<file path="src/rtl/touch_gesture_classifier_top_assert.svh">
// assertion macros for the touch gesture classifier
`ifndef TOUCH_GESTURE_CLASSIFIER_TOP_ASSERT_SVH
`define TOUCH_GESTURE_CLASSIFIER_TOP_ASSERT_SVH

`ifndef SYNTHESIS

// when a holds, b holds in the same cycle
`define TGC_ASSERT_IMPL(label, clk, rst_n, a, b) \
	label: assert property (@(posedge clk) disable iff (!rst_n) (a) |-> (b)) \
		else $error("tgc assertion failed");

// when a holds, b holds in the next cycle
`define TGC_ASSERT_NEXT(label, clk, rst_n, a, b) \
	label: assert property (@(posedge clk) disable iff (!rst_n) (a) |=> (b)) \
		else $error("tgc assertion failed");

`else

`define TGC_ASSERT_IMPL(label, clk, rst_n, a, b)
`define TGC_ASSERT_NEXT(label, clk, rst_n, a, b)

`endif

`endif

</file>
<file path="src/rtl/tgc_pkg.sv">
package tgc_pkg;

	localparam int COORD_BITS_DEF = 16;
	localparam int TICK_BITS_DEF  = 16;

	localparam int KIND_W  = 3;
	localparam int POS_W   = 16;
	localparam int VEC_W   = 17;
	localparam int CODE_W  = 2;
	localparam int CFG_W   = 16;
	localparam int CFG_IDX_W = 1;

	localparam logic [CFG_W-1:0] SWIPE_DIST_RST = 16'd10;
	localparam logic [CFG_W-1:0] LONG_TAP_RST   = 16'd2;

	typedef enum logic [CFG_IDX_W-1:0] {
		CFG_SWIPE_DIST = 1'b0,
		CFG_LONG_TAP   = 1'b1
	} cfg_idx_t;

	typedef enum logic [KIND_W-1:0] {
		KIND_BEGIN  = 3'd0,
		KIND_MOVE   = 3'd1,
		KIND_END    = 3'd2,
		KIND_CANCEL = 3'd3,
		KIND_TICK   = 3'd4
	} kind_t;

	typedef enum logic [CODE_W-1:0] {
		GEST_TAP        = 2'd0,
		GEST_LONG_BEGIN = 2'd1,
		GEST_LONG_END   = 2'd2,
		GEST_SWIPE      = 2'd3
	} gest_t;

	typedef enum logic [CODE_W-1:0] {
		DIR_RIGHT = 2'd0,
		DIR_LEFT  = 2'd1,
		DIR_UP    = 2'd2,
		DIR_DOWN  = 2'd3
	} dir_t;

	typedef enum logic [1:0] {
		GS_NONE  = 2'd0,
		GS_LONG  = 2'd1,
		GS_SWIPE = 2'd2
	} gstate_t;

endpackage

</file>
<file path="src/rtl/tgc_event_if.sv">
interface tgc_event_if;
	import tgc_pkg::*;

	logic                     valid;
	logic                     ready;
	logic [KIND_W-1:0]        kind;
	logic signed [POS_W-1:0]  pos_x;
	logic signed [POS_W-1:0]  pos_y;
	logic signed [POS_W-1:0]  delta_x;
	logic signed [POS_W-1:0]  delta_y;

	modport source (output valid, kind, pos_x, pos_y, delta_x, delta_y, input ready);
	modport sink (input valid, kind, pos_x, pos_y, delta_x, delta_y, output ready);
endinterface

</file>
<file path="src/rtl/tgc_result_if.sv">
interface tgc_result_if;
	import tgc_pkg::*;

	logic                     valid;
	logic                     ready;
	logic [CODE_W-1:0]        gesture;
	logic [CODE_W-1:0]        direction;
	logic signed [VEC_W-1:0]  vec_x;
	logic signed [VEC_W-1:0]  vec_y;

	modport source (output valid, gesture, direction, vec_x, vec_y, input ready);
	modport sink (input valid, gesture, direction, vec_x, vec_y, output ready);
endinterface

</file>
<file path="src/rtl/touch_gesture_classifier_top.sv">
// an accepted item passes through the input stage and then the result register
// throughput: one item per cycle unless the result is stalled; the touch state is read and
//   updated as the item passes into the result register, so items follow back to back
// the input stage keeps moving while a finished result waits unless the result is stalled
// reset (arst_n low, asynchronous): no touch, no gesture, positions and tick count zero,
//   swipe distance 10, long-tap ticks 2, both stages empty
`include "touch_gesture_classifier_top_assert.svh"

module touch_gesture_classifier_top #(
	parameter int COORD_BITS = tgc_pkg::COORD_BITS_DEF,
	parameter int TICK_BITS  = tgc_pkg::TICK_BITS_DEF
) (
	input  logic                             clk,
	input  logic                             arst_n,
	tgc_event_if.sink                        evt,
	tgc_result_if.source                     res,
	input  logic                             cfg_we,
	input  logic [tgc_pkg::CFG_IDX_W-1:0]    cfg_index,
	input  logic [tgc_pkg::CFG_W-1:0]        cfg_data
);
	import tgc_pkg::*;

	// displacement width, compare width, and width for sign-extending to the result
	localparam int DW = COORD_BITS + 1;
	localparam int AW = (DW > CFG_W) ? DW : CFG_W;
	localparam int XW = (DW > VEC_W) ? DW : VEC_W;
	localparam int TW = (TICK_BITS > CFG_W) ? TICK_BITS : CFG_W;

	// configuration registers
	logic [CFG_W-1:0] swipe_dist_q;
	logic [CFG_W-1:0] long_tap_q;

	// input stage
	logic                         v_s1;
	logic [KIND_W-1:0]            kind_s1;
	logic signed [COORD_BITS-1:0] px_s1;
	logic signed [COORD_BITS-1:0] py_s1;
	logic signed [POS_W-1:0]      dlx_s1;
	logic signed [POS_W-1:0]      dly_s1;

	// touch state
	logic                         touched_q;
	gstate_t                      gstate_q;
	logic signed [COORD_BITS-1:0] start_x_q;
	logic signed [COORD_BITS-1:0] start_y_q;
	logic signed [COORD_BITS-1:0] cur_x_q;
	logic signed [COORD_BITS-1:0] cur_y_q;
	logic [TICK_BITS-1:0]         ticks_q;

	// result register
	logic                    out_valid_q;
	logic [CODE_W-1:0]       out_gest_q;
	logic [CODE_W-1:0]       out_dir_q;
	logic signed [VEC_W-1:0] out_vx_q;
	logic signed [VEC_W-1:0] out_vy_q;

	// next state
	logic                         touched_d;
	gstate_t                      gstate_d;
	logic signed [COORD_BITS-1:0] start_x_d;
	logic signed [COORD_BITS-1:0] start_y_d;
	logic signed [COORD_BITS-1:0] cur_x_d;
	logic signed [COORD_BITS-1:0] cur_y_d;
	logic [TICK_BITS-1:0]         ticks_d;

	// result of the item in the input stage
	logic                    hit;
	gest_t                   gest_c;
	dir_t                    dir_c;
	logic signed [VEC_W-1:0] vx_c;
	logic signed [VEC_W-1:0] vy_c;

	// datapath helpers
	logic signed [DW-1:0] dx;
	logic signed [DW-1:0] dy;
	logic signed [XW-1:0] dx_x;
	logic signed [XW-1:0] dy_x;
	logic signed [XW-1:0] cx_x;
	logic signed [XW-1:0] cy_x;
	logic [DW-1:0]        ax;
	logic [DW-1:0]        ay;
	logic [AW-1:0]        ax_w;
	logic [AW-1:0]        ay_w;
	logic [AW-1:0]        dist_w;
	logic                 x_dom;
	logic                 swipe_hit;
	logic [TICK_BITS-1:0] ticks_inc;
	logic                 long_hit;
	logic                 active;
	logic                 advance;

	// the input stage moves on whenever the result register can take its outcome
	assign advance   = !out_valid_q || res.ready;
	assign evt.ready = !v_s1 || advance;
	assign active    = touched_q && (gstate_q == GS_NONE);

	// swipe: displacement from the start, dominant axis, strict compare with the distance
	assign dx     = DW'(px_s1) - DW'(start_x_q);
	assign dy     = DW'(py_s1) - DW'(start_y_q);
	assign ax     = dx[DW-1] ? DW'(-dx) : DW'(dx);
	assign ay     = dy[DW-1] ? DW'(-dy) : DW'(dy);
	assign ax_w   = AW'(ax);
	assign ay_w   = AW'(ay);
	assign dist_w = AW'(swipe_dist_q);
	assign x_dom  = (ax_w >= ay_w);
	assign swipe_hit = x_dom ? (ax_w > dist_w) : (ay_w > dist_w);

	assign dx_x = XW'(dx);
	assign dy_x = XW'(dy);
	assign cx_x = XW'(cur_x_q);
	assign cy_x = XW'(cur_y_q);

	// tick count saturates at all ones
	assign ticks_inc = (ticks_q == {TICK_BITS{1'b1}}) ? ticks_q : ticks_q + 1'b1;
	assign long_hit  = (TW'(ticks_inc) > TW'(long_tap_q));

	// next state of the touch
	always_comb begin
		touched_d = touched_q;
		gstate_d  = gstate_q;
		start_x_d = start_x_q;
		start_y_d = start_y_q;
		cur_x_d   = cur_x_q;
		cur_y_d   = cur_y_q;
		ticks_d   = ticks_q;
		unique case (kind_s1)
			KIND_BEGIN: begin
				if (!touched_q) begin
					touched_d = 1'b1;
					gstate_d  = GS_NONE;
					start_x_d = px_s1;
					start_y_d = py_s1;
					cur_x_d   = px_s1;
					cur_y_d   = py_s1;
					ticks_d   = '0;
				end
			end
			KIND_MOVE: begin
				// a decided gesture freezes the position
				if (active) begin
					cur_x_d = px_s1;
					cur_y_d = py_s1;
					if (swipe_hit) begin
						gstate_d = GS_SWIPE;
					end
				end
			end
			KIND_END: begin
				if (touched_q) begin
					touched_d = 1'b0;
					gstate_d  = GS_NONE;
				end
			end
			KIND_CANCEL: begin
				// accepted in any state, also stops the tick count
				touched_d = 1'b0;
				gstate_d  = GS_NONE;
			end
			KIND_TICK: begin
				if (active) begin
					ticks_d = ticks_inc;
					if (long_hit) begin
						gstate_d = GS_LONG;
					end
				end
			end
			default: begin
				// undefined kinds leave the state alone
			end
		endcase
	end

	// result of the item
	always_comb begin
		hit    = 1'b0;
		gest_c = GEST_TAP;
		dir_c  = DIR_RIGHT;
		vx_c   = VEC_W'(dlx_s1);
		vy_c   = VEC_W'(dly_s1);
		unique case (kind_s1)
			KIND_MOVE: begin
				if (active && swipe_hit) begin
					hit    = 1'b1;
					gest_c = GEST_SWIPE;
					// zero on the dominant axis counts as right or up
					if (x_dom) begin
						dir_c = dx[DW-1] ? DIR_LEFT : DIR_RIGHT;
					end else begin
						dir_c = dy[DW-1] ? DIR_DOWN : DIR_UP;
					end
					vx_c = dx_x[VEC_W-1:0];
					vy_c = dy_x[VEC_W-1:0];
				end
			end
			KIND_END: begin
				// end after a swipe gives nothing
				if (touched_q && gstate_q == GS_NONE) begin
					hit    = 1'b1;
					gest_c = GEST_TAP;
				end else if (touched_q && gstate_q == GS_LONG) begin
					hit    = 1'b1;
					gest_c = GEST_LONG_END;
				end
			end
			KIND_TICK: begin
				if (active && long_hit) begin
					hit    = 1'b1;
					gest_c = GEST_LONG_BEGIN;
					vx_c   = cx_x[VEC_W-1:0];
					vy_c   = cy_x[VEC_W-1:0];
				end
			end
			default: begin
				// begin, cancel and undefined kinds give no result
			end
		endcase
	end

	// configuration writes
	always_ff @(posedge clk or negedge arst_n) begin
		if (!arst_n) begin
			swipe_dist_q <= SWIPE_DIST_RST;
			long_tap_q   <= LONG_TAP_RST;
		end else if (cfg_we) begin
			if (cfg_index == CFG_SWIPE_DIST) begin
				swipe_dist_q <= cfg_data;
			end else begin
				long_tap_q <= cfg_data;
			end
		end
	end

	// input stage
	always_ff @(posedge clk or negedge arst_n) begin
		if (!arst_n) begin
			v_s1 <= 1'b0;
		end else if (evt.ready) begin
			v_s1 <= evt.valid;
		end
	end

	always_ff @(posedge clk) begin
		if (evt.valid && evt.ready) begin
			kind_s1 <= evt.kind;
			px_s1   <= COORD_BITS'(evt.pos_x);
			py_s1   <= COORD_BITS'(evt.pos_y);
			dlx_s1  <= evt.delta_x;
			dly_s1  <= evt.delta_y;
		end
	end

	// touch state, updated as the item leaves the input stage
	always_ff @(posedge clk or negedge arst_n) begin
		if (!arst_n) begin
			touched_q <= 1'b0;
			gstate_q  <= GS_NONE;
			start_x_q <= '0;
			start_y_q <= '0;
			cur_x_q   <= '0;
			cur_y_q   <= '0;
			ticks_q   <= '0;
		end else if (v_s1 && advance) begin
			touched_q <= touched_d;
			gstate_q  <= gstate_d;
			start_x_q <= start_x_d;
			start_y_q <= start_y_d;
			cur_x_q   <= cur_x_d;
			cur_y_q   <= cur_y_d;
			ticks_q   <= ticks_d;
		end
	end

	// result register
	always_ff @(posedge clk or negedge arst_n) begin
		if (!arst_n) begin
			out_valid_q <= 1'b0;
		end else if (advance) begin
			out_valid_q <= v_s1 && hit;
		end
	end

	always_ff @(posedge clk) begin
		if (advance && v_s1 && hit) begin
			out_gest_q <= gest_c;
			out_dir_q  <= dir_c;
			out_vx_q   <= vx_c;
			out_vy_q   <= vy_c;
		end
	end

	assign res.valid     = out_valid_q;
	assign res.gesture   = out_gest_q;
	assign res.direction = out_dir_q;
	assign res.vec_x     = out_vx_q;
	assign res.vec_y     = out_vy_q;

	// a pending swipe or long-tap begin matches the gesture state it set
	`TGC_ASSERT_IMPL(a_swipe_state, clk, arst_n, out_valid_q && out_gest_q == GEST_SWIPE, gstate_q == GS_SWIPE)
	`TGC_ASSERT_IMPL(a_long_state, clk, arst_n, out_valid_q && out_gest_q == GEST_LONG_BEGIN, gstate_q == GS_LONG && touched_q)
	// a tap or long-tap end releases the touch
	`TGC_ASSERT_IMPL(a_end_release, clk, arst_n, out_valid_q && (out_gest_q == GEST_TAP || out_gest_q == GEST_LONG_END), !touched_q)
	// a decided gesture needs a touch
	`TGC_ASSERT_IMPL(a_gest_touch, clk, arst_n, gstate_q != GS_NONE, touched_q)
	// only a swipe carries a direction
	`TGC_ASSERT_IMPL(a_dir_swipe, clk, arst_n, out_valid_q && out_dir_q != DIR_RIGHT, out_gest_q == GEST_SWIPE)

endmodule

</file>
<file path="src/flat_wrapper.sv">
// flat-port wrapper written by rule: the top's interface ports become plain ports
module touch_gesture_classifier_top_flat import tgc_pkg::*;
#(
	parameter int COORD_BITS = tgc_pkg::COORD_BITS_DEF,
	parameter int TICK_BITS  = tgc_pkg::TICK_BITS_DEF
)
  (clk, arst_n, cfg_we, cfg_index, cfg_data, evt_valid, evt_kind, evt_pos_x, evt_pos_y, evt_delta_x, evt_delta_y, evt_ready, res_valid, res_gesture, res_direction, res_vec_x, res_vec_y, res_ready);
  tgc_event_if evt_i ();
  tgc_result_if res_i ();
  input  logic clk;
  input  logic arst_n;
  input  logic cfg_we;
  input  logic [tgc_pkg::CFG_IDX_W-1:0] cfg_index;
  input  logic [tgc_pkg::CFG_W-1:0] cfg_data;
  input wire logic [$bits(evt_i.valid)-1:0] evt_valid;
  input wire logic [$bits(evt_i.kind)-1:0] evt_kind;
  input wire logic [$bits(evt_i.pos_x)-1:0] evt_pos_x;
  input wire logic [$bits(evt_i.pos_y)-1:0] evt_pos_y;
  input wire logic [$bits(evt_i.delta_x)-1:0] evt_delta_x;
  input wire logic [$bits(evt_i.delta_y)-1:0] evt_delta_y;
  output wire logic [$bits(evt_i.ready)-1:0] evt_ready;
  output wire logic [$bits(res_i.valid)-1:0] res_valid;
  output wire logic [$bits(res_i.gesture)-1:0] res_gesture;
  output wire logic [$bits(res_i.direction)-1:0] res_direction;
  output wire logic [$bits(res_i.vec_x)-1:0] res_vec_x;
  output wire logic [$bits(res_i.vec_y)-1:0] res_vec_y;
  input wire logic [$bits(res_i.ready)-1:0] res_ready;
  assign evt_i.valid = evt_valid;
  assign evt_i.kind = evt_kind;
  assign evt_i.pos_x = evt_pos_x;
  assign evt_i.pos_y = evt_pos_y;
  assign evt_i.delta_x = evt_delta_x;
  assign evt_i.delta_y = evt_delta_y;
  assign evt_ready = evt_i.ready;
  assign res_valid = res_i.valid;
  assign res_gesture = res_i.gesture;
  assign res_direction = res_i.direction;
  assign res_vec_x = res_i.vec_x;
  assign res_vec_y = res_i.vec_y;
  assign res_i.ready = res_ready;
  touch_gesture_classifier_top #(.COORD_BITS(COORD_BITS), .TICK_BITS(TICK_BITS)) u_core (.clk(clk), .arst_n(arst_n), .evt(evt_i), .res(res_i), .cfg_we(cfg_we), .cfg_index(cfg_index), .cfg_data(cfg_data));
endmodule
</file>
<file path="config.mk">
export PLATFORM = sky130hd
export DESIGN_NAME = touch_gesture_classifier_top_flat
export DESIGN_NICKNAME = d
export VERILOG_FILES = /design/src/rtl/tgc_pkg.sv /design/src/rtl/tgc_event_if.sv /design/src/rtl/tgc_result_if.sv /design/src/rtl/touch_gesture_classifier_top.sv /design/src/flat_wrapper.sv
export VERILOG_INCLUDE_DIRS = /design/src /design/src/rtl
export SDC_FILE = /design/constraint.sdc
export NUM_CORES = 1
export LEC_CHECK = 0
export BUFFER_PORTS_ARGS = -buffer_cell sky130_fd_sc_hd__buf_2
export CORE_UTILIZATION = 60
export CTS_BUF_LIST = sky130_fd_sc_hd__clkbuf_16
export DETAILED_ROUTE_END_ITERATION = 10
export GPL_TIMING_DRIVEN = 0
export PLACE_DENSITY = 0.93
export SLEW_MARGIN = 20
export SYNTH_ARGS = -nofsm -noshare
export SYNTH_HDL_FRONTEND = slang
export SYNTH_SLANG_ARGS = --single-unit
</file>
<file path="constraint.sdc">
create_clock -name clk -period 9 [get_ports clk]
set_input_delay 2.7 -clock clk [delete_from_list [all_inputs] [get_ports clk]]
set_output_delay 2.7 -clock clk [all_outputs]
set_load 0.05 [all_outputs]
</file>
## Word-level counts from Yosys, hierarchy flattened

Index checks and enable logic that the tools add are counted.

- Input port bits: 89
- Register bits after elaboration: 222
- Output and inout port bits: 40

- Reductions and logical operators: 27
- Mux-type cells: 40
- Order comparisons: 4
- Equal/unequal tests: 12
- Add/sub/neg operators: 5
- Bitwise operators: 2

Operators with widths:

| operator | count |
|---|---|
| $mux W16 | 7 |
| $mux W17 | 6 |
| $pmux W16 S2 | 3 |
| $pmux W17 S2 | 2 |
| $gt A17 B16 Y1 | 2 |
| $neg A17 Y17 | 2 |
| $sub A16 B16 Y17 | 2 |
| $mux W2 | 10 |
| $ge A17 B17 Y1 | 1 |
| $add A16 B1 Y16 const B | 1 |
| $eq A16 B16 Y1 const B | 1 |
| $gt A16 B16 Y1 | 1 |
| $ne A2 B1 Y1 const B | 5 |
| $pmux W2 S5 | 1 |
| $logic_and A1 B1 Y1 | 8 |
| $mux W1 | 8 |
| $reduce_and A2 Y1 | 4 |
| $reduce_and A4 Y1 | 2 |
| $reduce_and A8 Y1 | 1 |
| $eq A3 B2 Y1 const B | 2 |
| $pmux W2 S3 | 1 |
| $reduce_bool A2 Y1 | 3 |
| $reduce_bool A5 Y1 | 1 |
| $eq A3 B1 Y1 const B | 1 |
| other kinds (12) | 15 |

## Longest topological paths before layout

Gate-level depths: netlist of the first run.

- Word-level depth: 9
- Gate-level depth with buffers: 26

## Worst setup path before layout of the first run

OpenSTA, ideal clock, no wires.

- Path kind: register to register
- Start: register u_core.py_s1[0]
- End: register u_core.out_dir_q[0], in the netlist u_core.res.direction[0], enable pin
- Stages on the path, launching flop included: 23
- Data arrival time: 5,786 ps
- Setup slack: 2,780 ps
- Required time: 8,567 ps
- Period minus slack after synthesis: 6,220 ps
- Cell sequence: edfxtp_1 > inv_1 > ha_1 > fa_1 > nand2b_1 > a21bo_2 > a31oi_1 > xnor2_1 > nand4_2 > nor4bb_4 > or2_2 > xnor2_1 > inv_1 > ha_1 > a21o_1 > a21o_1 > a21oi_1 > o21ai_0 > a21o_1 > o311a_4 > nor3_4 > a211oi_1 > nor2_1

- Cells in the longest elaborated chain, start to end: 9

RTL lines:

| element | RTL line | source |
|---|---|---|
| from (decl) | touch_gesture_classifier_top.sv:37 | `logic signed [COORD_BITS-1:0] py_s1;` |
| from (signal assigned) | touch_gesture_classifier_top.sv:246 | `py_s1 <= COORD_BITS'(evt.pos_y);` |
| $sub A16 B16 Y17 * | touch_gesture_classifier_top.sv:99 | `assign dy = DW'(py_s1) - DW'(start_y_q);` |
| $neg A17 Y17 | touch_gesture_classifier_top.sv:101 | `assign ay = dy[DW-1] ? DW'(-dy) : DW'(dy);` |
| $mux W17 * | touch_gesture_classifier_top.sv:101 |  |
| $gt A17 B16 Y1 or $ge A17 B17 Y1 (tied branches) | touch_gesture_classifier_top.sv:106, touch_gesture_classifier_top.sv:105 |  |
| $mux W1 * | touch_gesture_classifier_top.sv:106 | `assign swipe_hit = x_dom ? (ax_w > dist_w) : (ay_w > dist_w);` |
| $logic_and A1 B1 Y1 * | touch_gesture_classifier_top.sv:182 | `if (active && swipe_hit) begin` |
| $mux W1 * | touch_gesture_classifier_top.sv:182 |  |
| $pmux W1 S3 * | touch_gesture_classifier_top.sv:180 | `unique case (kind_s1)` |
| $logic_and A1 B1 Y1 * | touch_gesture_classifier_top.sv:283 | `if (advance && v_s1 && hit) begin` |
| to (signal assigned) | touch_gesture_classifier_top.sv:285 | `out_dir_q <= dir_c;` |
| to (decl) | touch_gesture_classifier_top.sv:53 | `logic [CODE_W-1:0] out_dir_q;` |

Mark *: on every way between the ends. The rest lies on a longest branch, timed or not.
A chain may end at the register's enable or synchronous reset.

## Final worst setup path of the first run

- Start: register u_core.ticks_q[4]
- End: register u_core.out_dir_q[1], in the netlist u_core.res.direction[1], enable pin

- Cells in the longest elaborated chain, start to end: 7

RTL lines:

| element | RTL line | source |
|---|---|---|
| from (decl) | touch_gesture_classifier_top.sv:48 | `logic [TICK_BITS-1:0] ticks_q;` |
| from (signal assigned) | touch_gesture_classifier_top.sv:269 | `ticks_q <= ticks_d;` |
| $add A16 B1 Y16 or $eq A16 B16 Y1 (tied branches) | touch_gesture_classifier_top.sv:114 | `assign ticks_inc = (ticks_q == {TICK_BITS{1'b1}}) ? ticks_q : ticks_q + 1'b1;` |
| $mux W16 * | touch_gesture_classifier_top.sv:114 |  |
| $gt A16 B16 Y1 * | touch_gesture_classifier_top.sv:115 | `assign long_hit = (TW'(ticks_inc) > TW'(long_tap_q));` |
| $logic_and A1 B1 Y1 * | touch_gesture_classifier_top.sv:206 | `if (active && long_hit) begin` |
| $mux W1 * | touch_gesture_classifier_top.sv:206 |  |
| $pmux W1 S3 * | touch_gesture_classifier_top.sv:180 |  |
| $logic_and A1 B1 Y1 * | touch_gesture_classifier_top.sv:283 |  |

Marked as above.

==> summary.md, run 1 <==
| Metric | Value |
|---|---|
| Final hold vios | `0` |
| Top_reg_cell synth | `dfrtp_1` |
| CTS Hold Buffers Added | `0` |
| PostCTS Resize Cnt | `0` |
| Gr ovfl total | `0` |
| Clock sinks | `222` |
| DRT Wirelength | `between 30,000 and 40,000 um` |
| Clock latency on the worst-skew pair | `0.54 ns` |
| Worst Setup SP | `u_core.ticks_q[4]` |
| Async S/R FF share, synth | `between 50% and 60%` |
| Drt pass-1 iters | `5` |
| Max incr delay on CP | `0.76 ns` |
| Peak VDD IR | `0.000188 V` |
| Drc violations | `0` |
| Status | `finished clean` |
| Proportion of layout cells with a drive suffix above 1 | `roughly a fifth` |
| Fin crit share | `~76%` |
| Setup_tns | `0 ns` |
| Pre-CTS setup slack | `2.31 ns` |
| CP Data Arrival Time | `~7 ns` |
| CTS tree | `done` |
| Mean post-synth cell area | `10.7 um2` |
| Core area | `around 21,000 um2` |
| Worst EP required | `9.24 ns` |
| Clk pin slew, worst setup/hold paths | `0.06 ns` |
| Total GRT Usage | `30.4%` |
| Largest net degree at the start of global routing | `77` |
| R2R depth | `24` |
| Post-synth cell types | `95` |
| Mapped cell area | `13,200 um2` |
| DP HPWL | `25,200 um` |
| Area grow syn2layout | `13.9%` |
| Leakage power | `6.76 nW` |
| Pins Over Slew Limit | `0` |
| Top area cells in the synthesized netlist | `edfxtp_1, dfrtp_1, ha_1` |
| Fmax | `147 MHz` |
| Syn nets | `1,424` |
| Tmin final | `6.81 ns` |
| Rows | `53` |
| Initial antenna violation count | `0` |
| Vias/cell | `6.16` |
| Worst-path cell chain | `clkbuf_1 -> nand3_1 -> nor2_1 -> nand4_1 -> nor2_1 -> nand2_1 -> or3_1 -> clkbuf_1 -> and3_1 -> and3_1 -> xor2_1 -> ha_1 -> a21o_1 -> a21o_1 -> a21o_1 -> a21oi_1 -> nor2_1 -> o21a_1 -> nand2_1 -> nor2_1 -> clkbuf_1 -> a211oi_1 -> nor2_4 -> buf_16` |
| Initial Util | `around three fifths` |
| Register area share after synthesis | `between 40% and 50%` |
| Setup crit end kind | `register` |
| Max cap viols | `0` |
| Full die area | `between 20,000 and 25,000 um2` |
| Max_slew headroom | `between 30% and 40%` |
| Crit path to | `u_core.res.direction[1]` |
| H-tree depth | `1` |
| Cell family with the largest share of critical-path delay | `simple AND/OR/NAND/NOR gates` |
| First-pass GRT wire length | `52,800 um` |
| Inserted Clock Buffers | `24` |
| Die Ht | `150 um` |
| Nets | `1,581` |
| Setup ws final | `2.19 ns` |
| Min-Delay Path Class | `register to register` |
| # IOs | `129` |
| Worst reg2reg path endpoint | `u_core.res.direction[1]` |
| Critical Path Start Type | `register` |
| DR vias | `10,400` |
| Root buf cell | `clkbuf_16` |
| CP Class | `register to register` |
| #FFs+latches synth | `222` |
| Top-count cell post-synth | `dfrtp_1` |
| Instance count on the critical path | `24` |
| Cells after synthesis | `~1,200` |
| CP most frequent cell | `nor2_1` |
| Cell Pwr Density | `300 nW/um2` |
| Vias in the first global route | `10,300` |
| Worst Tran Pin Value | `roughly 0.96 ns` |
| Endpoints failing setup | `0` |
| Post-route ant nets | `0` |
| Initial DRC count | `941` |
| Chip width | `between 150 and 200 um` |
| Ant. Diodes | `0` |
| Post-synth EDFFs | `105` |
| Clock skew after layout | `~0.019 ns` |
| Crit-path max FO | `21` |
| Buf/Inv on CP | `4` |
| R2R Setup Slk | `2.19 ns` |
| RR Startpoint | `u_core.ticks_q[4]` |
| RSZ-0062 raised after global routing | `no` |
| Warnings, synthesis | `0` |
| # Post-CTS Setup Buffers | `0` |
| Commonest cells post-synth | `dfrtp_1, inv_1, edfxtp_1` |
| Clock Tree Buf Depth | `3` |
| Area share of the largest cell type after synthesis | `23.9%` |
| DR WL/cell | `approximately 20 um` |
| Cell accounting for the most synthesized area | `edfxtp_1` |
| Buffers on Ports | `128` |
| RD Place Congestion | `0.950` |
| CP max stage cell | `clkbuf_1` |
[worst min-delay path by stage]
stage	startpoint	endpoint	slack (ns)	cells after the start
after floorplan	u_core.cur_x_q[0]	u_core.cur_x_q[0]	0.45	2
after global placement	u_core.cur_x_q[0]	u_core.cur_x_q[0]	0.46	2
after detailed placement	u_core.start_y_q[0]	u_core.start_y_q[0]	0.47	2
after CTS	u_core.start_y_q[0]	u_core.start_y_q[0]	0.49	2
after global routing	u_core.ticks_q[7]	u_core.ticks_q[7]	0.52	1
final	u_core.start_y_q[0]	u_core.start_y_q[0]	0.50	2
[sequential cells by signal (all words and copies together), names as in the netlist]
register	cells
u_core.res.vec_x	17
u_core.res.vec_y	17
u_core.cur_x_q	16
u_core.cur_y_q	16
u_core.dlx_s1	16
u_core.dly_s1	16
u_core.long_tap_q	16
u_core.px_s1	16
u_core.py_s1	16
u_core.start_x_q	16
u_core.start_y_q	16
u_core.swipe_dist_q	16
u_core.ticks_q	16
u_core.kind_s1	3
u_core.gstate_q	2
u_core.res.direction	2
u_core.res.gesture	2
u_core.res.valid	1
u_core.touched_q	1
u_core.v_s1	1
[stage by stage]
stage / instances / power [mW] / utilization (%) / hold WS (ns) / cell area, um2
2_1_floorplan: 1233 / 2.94 / - / 0.450 / 13200
3_5_place_dp: 1639 / 3.52 / 67.0 / 0.475 / 14300
4_1_cts: 1683 / 4.47 / 70.5 / 0.489 / 15000
6_report: 1683 / 4.51 / 70.5 / 0.497 / 15000
3_3_place_gp: 1636 / 3.40 / 66.5 / 0.464 / 14200
5_1_grt: 1683 / 4.80 / 70.5 / 0.521 / 15000
[cell type report]
class | instances | area (um2)
clock inverter | 20 | 151
buffer | 41 | 205
tap | 275 | 344
sequential | 222 | 6080
inverter | 115 | 432
multi-input combinational | 855 | 6460
clock buffer | 24 | 601
timing repair buffer | 131 | 729
fill | 1480 | 6270
[tightest hold or removal path, cell delays in order, from the launching register on]
cell,delay [ns]
dfrtp_1,0.35
nand2_1,0.05
o21ai_0,0.06
[per-layer routing]
metal / track usage (%) / share of wire [%] / vias to the layer above
met5: 0 / 0 / -
met3: 4.85 / 6.9 / 110
met1: 39.0 / 41 / 4974
met2: 49.9 / 47 / 473
met4: 15.8 / 4.7 / 0
li1: - / - / 4806
[power by group]
group	internal [mW]	switching [mW]
Clock	0.542	0.400
Sequential	1.23	0.103
Combinational	0.910	1.32
[cell usage in the layout (no fill, tap or decap), types with 7 or more instances in the layout]
| master | Yosys | routed |
|---|---|---|
| and3_1 | 7 | 7 |
| nor2b_1 | 10 | 10 |
| or3_1 | 10 | 10 |
| a211oi_1 | 16 | 16 |
| clkbuf_16 | 0 | 24 |
| a22o_1 | 10 | 10 |
| mux2i_1 | 9 | 9 |
| a221o_1 | 12 | 12 |
| and2_1 | 18 | 17 |
| clkbuf_1 | 26 | 26 |
| edfxtp_1 | 105 | 105 |
| nor3_1 | 27 | 27 |
| o221ai_1 | 12 | 12 |
| nor2_1 | 69 | 68 |
| a21o_1 | 33 | 33 |
| nand3_1 | 27 | 27 |
| xnor2_1 | 39 | 39 |
| nand4_1 | 16 | 16 |
| a21oi_1 | 44 | 44 |
| nand2b_1 | 12 | 12 |
| dfrtp_1 | 114 | 114 |
| nand2_1 | 103 | 103 |
| inv_1 | 113 | 120 |
| a31oi_1 | 8 | 8 |
| o21ai_0 | 59 | 59 |
| xor2_1 | 19 | 19 |
| mux2_2 | 76 | 76 |
| o21a_1 | 11 | 11 |
| ha_1 | 100 | 100 |
| buf_2 | 7 | 134 |
[cells by family (layout without fill, tap and decap cells)]
family / after synthesis / after routing / share of synthesized area (%)
simple gates: 337 / 337 / 13.0
buf+inv: 156 / 331 / 4.83
compound gates: 272 / 272 / 15.1
xor+xnor: 58 / 58 / 3.86
fa+ha+maj: 102 / 102 / 9.80
flops: 222 / 222 / 46.2
mux: 86 / 86 / 7.26
Power figures use the tool's default switching activity.
==> inputs of run 2 (changes only) <==
==> constraint.sdc (replaced) <==
create_clock -name clk -period 6.64 [get_ports clk]
set_input_delay 1.992 -clock clk [delete_from_list [all_inputs] [get_ports clk]]
set_output_delay 1.992 -clock clk [all_outputs]
set_load 0.05 [all_outputs]
==> run 2 against run 1 <==
Compared with the run above: sequential share of layout area hardly changed; largest cell class unchanged; highest routed layer unchanged; clock power is 35% higher; clock skew is 0.0020 ns lower; critical path type unchanged.
==> summary.md, run 2 (synthesized netlist as in run 1, its figures left out) <==
| Metric | Value |
|---|---|
| Leakage power | `6.77 nW` |
| DR WL/cell | `19.8 um` |
| Crit-path max FO | `10` |
| Vias in the first global route | `10,300` |
| Full die area | `22,600 um2` |
| Nets | `approximately 1,600` |
| Total GRT Usage | `30.4%` |
| Tmin final | `6.35 ns` |
| Endpoints failing setup | `0` |
| Rows | `53` |
| GR Util met3 | `4.85%` |
| Pins Over Slew Limit | `0` |
| Drc violations | `0` |
| CP max stage cell | `a2111oi_1` |
| PostCTS Resize Cnt | `1` |
| Max cap viols | `0` |
| Proportion of layout cells with a drive suffix above 1 | `21.2%` |
| Multi-input combinational cell area | `between 6000 and 7000 um2` |
| Root buf cell | `clkbuf_16` |
| Cell Pwr Density | `406 nW/um2` |
| Clk pin slew, worst setup/hold paths | `0.06 ns` |
| Clock skew after layout | `roughly 0.017 ns` |
| # Post-CTS Setup Buffers | `0` |
| # IOs | `about 130` |
| Die Ht | `about 150 um` |
| First-pass GRT wire length | `52,800 um` |
| CP Class | `register to register` |
| Core area | `21,300 um2` |
| Worst EP required | `6.98 ns` |
| Setup crit end kind | `register` |
| Clock latency on the worst-skew pair | `0.54 ns` |
| Vias/cell | `between 6 and 7` |
| Commonest non-fill, non-tap cells in the layout | `buf_2, inv_1, dfrtp_1` |
| Buffers on Ports | `128` |
| Fmax | `roughly 160 MHz` |
| Final hold vios | `0` |
| Critical Path Start Type | `register` |
| CTS Hold Buffers Added | `0` |
| Min-Delay Path Class | `register to register` |
| Most common cell after layout, fill and taps aside | `buf_2` |
| DRT Wirelength | `roughly 33,000 um` |
| Fillers | `approximately 1,500` |
| CP Data Arrival Time | `6.69 ns` |
| Ant. Diodes | `0` |
| Worst Tran Pin Value | `between 0.9 and 1 ns` |
| Fin crit share | `95.6%` |
| GR peak layer | `met2` |
| Cell family with the largest share of critical-path delay | `compound AO/OA/AOI/OAI gates` |
| Drt pass-1 iters | `5` |
| RSZ-0062 raised after global routing | `no` |
| Setup_tns | `0 ns` |
| Initial Util | `61.9%` |
| M2 GR Usage | `around half` |
| Status | `finished clean` |
| Post-route ant nets | `0` |
| Clock sinks | `222` |
| Chip width | `~150 um` |
| Gr ovfl total | `0` |
| Initial DRC count | `977` |
| Inserted Clock Buffers | `24` |
| DP HPWL | `25,200 um` |
| Clock Tree Buf Depth | `3` |
| Largest net degree at the start of global routing | `77` |
| DR vias | `10,400` |
| Initial antenna violation count | `0` |
| Max incr delay on CP | `0.54 ns` |
| CP most frequent cell | `a21o_1` |
| Worst-path cell chain | `ha_1 -> clkbuf_1 -> a21oi_1 -> o21ai_1 -> a2111oi_1 -> or2_2 -> clkbuf_1 -> o21ai_0 -> xnor2_1 -> inv_1 -> ha_1 -> a21o_1 -> a21o_1 -> a21oi_1 -> o21ai_0 -> a21o_1 -> a211oi_4 -> nor3_4 -> o21ai_2 -> inv_2 -> buf_2 -> o221ai_1` |
| Area grow syn2layout | `14.0%` |
| Hold_ws | `0.496 ns` |
| Buf/Inv on CP | `5` |
| Sequential Area | `about 6100 um2` |
| H-tree depth | `1` |
| RD Place Congestion | `0.950` |
| Grt met1 use | `39.0%` |
| Peak VDD IR | `0.000255 V` |
| CTS tree | `done` |
| Max_slew headroom | `34.7%` |
-- run 2: worst paths after layout --
kind	startpoint	endpoint	slack, ns	cells after the start
setup / recovery	u_core.py_s1[9]	u_core.res.vec_y[9]	0.29	22
hold / removal	u_core.start_y_q[0]	u_core.start_y_q[0]	0.50	2
setup reg to reg	u_core.py_s1[9]	u_core.res.vec_y[9]	0.29	22
hold reg to reg	u_core.start_y_q[0]	u_core.start_y_q[0]	0.50	2
max in group asynchronous	arst_n	u_core.start_x_q[9]	4.54	2
min in group asynchronous	arst_n	u_core.ticks_q[9]	1.38	1
-- run 2: final cells by class --
type                            instances  area share, %
Inverter                              115           2.87
Clock buffer                           24           4.00
Buffer                                 41           1.38
Sequential cell                       222           40.5
Multi-Input combinational cell        855           43.1
Timing Repair Buffer                  131           4.86
Clock inverter                         20           1.01
Tap cell                              275           2.29
-- run 2: power breakdown --
group,switching (mW),internal [mW],leakage [nW]
Combinational,1.79,1.23,3.94
Clock,0.541,0.734,0.397
Sequential,0.140,1.67,2.44
-- run 2: layer usage --
metal	share of wire, %	vias to the layer above
li1	-	4801
met1	41	4980
met2	47	497
met3	7.4	126
met4	5.0	0
met5	0	-
-- run 2: through the flow --
stage	total power, mW	utilization, %	setup WS (ns)	cell area (um2)	std cells
2_1_floorplan	3.99	-	0.420	13200	1233
3_3_place_gp	4.61	66.5	-1.82	14200	1636
3_5_place_dp	4.77	67.0	-0.0475	14300	1639
4_1_cts	6.06	70.5	0.281	15000	1683
5_1_grt	6.51	70.6	0.00549	15000	1683
6_report	6.11	70.6	0.292	15000	1683
-- run 2: worst reg2reg max path, delay by kind of cell (launching register included) --
| family | cells | cell delay [ns] |
|---|---|---|
| adder cells (fa/ha/maj) | 2 | 0.70 |
| AO/OA/AOI/OAI | 12 | 3.08 |
| flip-flops | 1 | 0.42 |
| buffers and inverters | 5 | 1.16 |
| AND/OR/NAND/NOR | 2 | 0.33 |
| XOR/XNOR | 1 | 0.47 |
==> inputs of run 3 (changes only) <==
--- a/config.mk
+++ b/config.mk
@@ -11,7 +11,7 @@
 export CTS_BUF_LIST = sky130_fd_sc_hd__clkbuf_16
 export DETAILED_ROUTE_END_ITERATION = 10
 export GPL_TIMING_DRIVEN = 0
-export PLACE_DENSITY = 0.93
+export PLACE_DENSITY = 0.88
 export SLEW_MARGIN = 20
 export SYNTH_ARGS = -nofsm -noshare
 export SYNTH_HDL_FRONTEND = slang
==> run 3 against run 2 <==
Compared with the run above: clock power hardly changed; fmax grew 1.6%; via count fell by 0.93%; utilization increased by 0.094 points; largest power group unchanged.
==> summary.md, run 3 (synthesized netlist as in run 1, its figures left out) <==
| Metric | Value |
|---|---|
| Status | `finished clean` |
| Pins Over Slew Limit | `0` |
| CP most frequent cell | `a21o_1` |
| Nets | `1,581` |
| Buffers on Ports | `about 130` |
| Layout Utilization | `a little over two thirds` |
| CP Class | `register to register` |
| Clock skew after layout | `0.0174 ns` |
| Cell family with the largest share of critical-path delay | `compound AO/OA/AOI/OAI gates` |
| Dpl cells | `1,639` |
| Hold EP | `u_core.cur_x_q[0]` |
| DR vias | `10,300` |
| Worst min-delay path startpoint | `u_core.cur_x_q[0]` |
| Vias/cell | `roughly 6` |
| Vias in the first global route | `around 10,000` |
| Rows | `53` |
| Drt pass-1 iters | `6` |
| Gr ovfl total | `0` |
| Clock sinks | `222` |
| Fin crit share | `between 90% and 100%` |
| Peak VDD IR | `0.000319 V` |
| Setup_tns | `0 ns` |
| Initial antenna violation count | `0` |
| Leakage power | `6.77 nW` |
| Area grow syn2layout | `14.2%` |
| DRT Wirelength | `33,300 um` |
| CTS tree | `done` |
| Chip width | `150 um` |
| Proportion of layout cells with a drive suffix above 1 | `21.3%` |
| Inserted Clock Buffers | `23` |
| Initial Util | `61.9%` |
| Post-route ant nets | `0` |
| Max cap viols | `0` |
| Worst EP required | `6.97 ns` |
| Initial DRC count | `951` |
| Drc violations | `0` |
| DR WL/cell | `19.8 um` |
| Fillers | `around 1,500` |
| Ant. Diodes | `0` |
| CTS Hold Buffers Added | `0` |
| First-pass GRT wire length | `52,200 um` |
| H-tree depth | `1` |
| RR Startpoint | `u_core.px_s1[0]` |
| Die Ht | `150 um` |
| Post-route insts no fill | `1,681` |
| Endpoints failing setup | `0` |
| Buf/Inv on CP | `3` |
| Setup crit end kind | `register` |
| Root buf cell | `clkbuf_16` |
| DP HPWL | `25,100 um` |
| Critical Path Start Type | `register` |
| Largest net degree at the start of global routing | `75` |
| Max_slew headroom | `38.3%` |
| Pre-CTS setup slack | `-0.0630 ns` |
| R2R Setup Slk | `slightly below 0.4 ns` |
| Multi-input combinational cell area | `6470 um2` |
| Tmin final | `6.25 ns` |
| Clk pin slew, worst setup/hold paths | `0.06 ns` |
| Clock Tree Buf Depth | `3` |
| CP max stage cell | `fa_1` |
| Sequential Area | `6080 um2` |
| Commonest non-fill, non-tap cells in the layout | `buf_2, inv_1, dfrtp_1` |
| RD Place Congestion | `0.931` |
| R2R depth | `23` |
| Worst Tran Pin Value | `0.925 ns` |
| Min-Delay Path Class | `register to register` |
| RSZ-0062 raised after global routing | `no` |
| Crit-path max FO | `10` |
| Final hold vios | `0` |
| Total GRT Usage | `30.2%` |
| Clock latency on the worst-skew pair | `roughly 0.52 ns` |
| Most common cell after layout, fill and taps aside | `buf_2` |
| Worst-path cell chain | `inv_1 -> ha_1 -> fa_1 -> nand2b_1 -> a21oi_1 -> o21ai_1 -> o21ai_0 -> xnor2_1 -> nand4_1 -> o31ai_1 -> xor2_1 -> ha_1 -> a21o_1 -> a21o_1 -> a21oi_1 -> o21ai_0 -> a21o_1 -> a211oi_4 -> nor3_4 -> o21ai_2 -> inv_2 -> buf_2 -> o221ai_1` |
| Max incr delay on CP | `0.40 ns` |
| Worst reg2reg path endpoint | `u_core.res.vec_x[9]` |
| Full die area | `22,600 um2` |
| # IOs | `129` |
| CP Data Arrival Time | `6.58 ns` |
| Fmax | `160 MHz` |
| Setup ws final | `0.390 ns` |
| Core area | `21,300 um2` |
| Worst Hold Depth | `2` |
| Cell Pwr Density | `407 nW/um2` |
==> run 3: layer usage <==
layer / global-route usage (%) / share of wire, %
met1: 39.6 / 42
met3: 3.76 / 6.7
met4: 15.7 / 5.2
met5: 0 / 0
met2: 49.3 / 46
==> run 3: worst max path at each step <==
stage | startpoint | to | slack [ns] | cells after the start
6_report | u_core.px_s1[0] | u_core.res.vec_x[9] | 0.39 | 23
5_1_grt | u_core.px_s1[0] | u_core.res.vec_x[9] | 0.05 | 23
4_1_cts | u_core.ticks_q[4] | u_core.res.vec_x[11] | 0.24 | 23
3_5_place_dp | u_core.ticks_q[4] | u_core.res.vec_x[11] | -0.06 | 23
3_3_place_gp | u_core.ticks_q[4] | u_core.res.vec_x[11] | -1.89 | 23
2_1_floorplan | u_core.py_s1[0] | u_core.res.direction[0] | 0.42 | 22
==> run 3: cell type report <==
cell class / instances / area share [%]
buffer: 41 / 1.38
tap: 275 / 2.29
sequential: 222 / 40.4
clock buffer: 25 / 4.16
clock inverter: 16 / 0.832
multi-input combinational: 855 / 43.0
timing repair buffer: 132 / 4.98
inverter: 115 / 2.87
==> run 3: power by group <==
group	leakage, nW	total, mW	switching (mW)	internal (mW)
sequential	2.44	1.80	0.139	1.67
clock	0.389	1.29	0.534	0.754
combinational	3.95	3.03	1.79	1.24
==> run 3: repair_timing <==
item	in CTS	in global routing
gates resized for setup	1	4
setup endpoints to repair	20	46
pin swaps	0	1
setup buffers	0	1
==> run 3: through the flow <==
step | hold WS, ns | power, mW | cell area, um2
3_5_place_dp | 0.471 | 4.77 | 14300
6_report | 0.486 | 6.12 | 15000
2_1_floorplan | 0.450 | 3.99 | 13200
4_1_cts | 0.486 | 6.08 | 15000
3_3_place_gp | 0.466 | 4.61 | 14200
5_1_grt | 0.508 | 6.50 | 15000
==> run 3: tightest hold or removal path: stages, from the launching register on <==
cell	delay, ns
dfrtp_1	0.34
nand2_1	0.04
o21ai_0	0.06
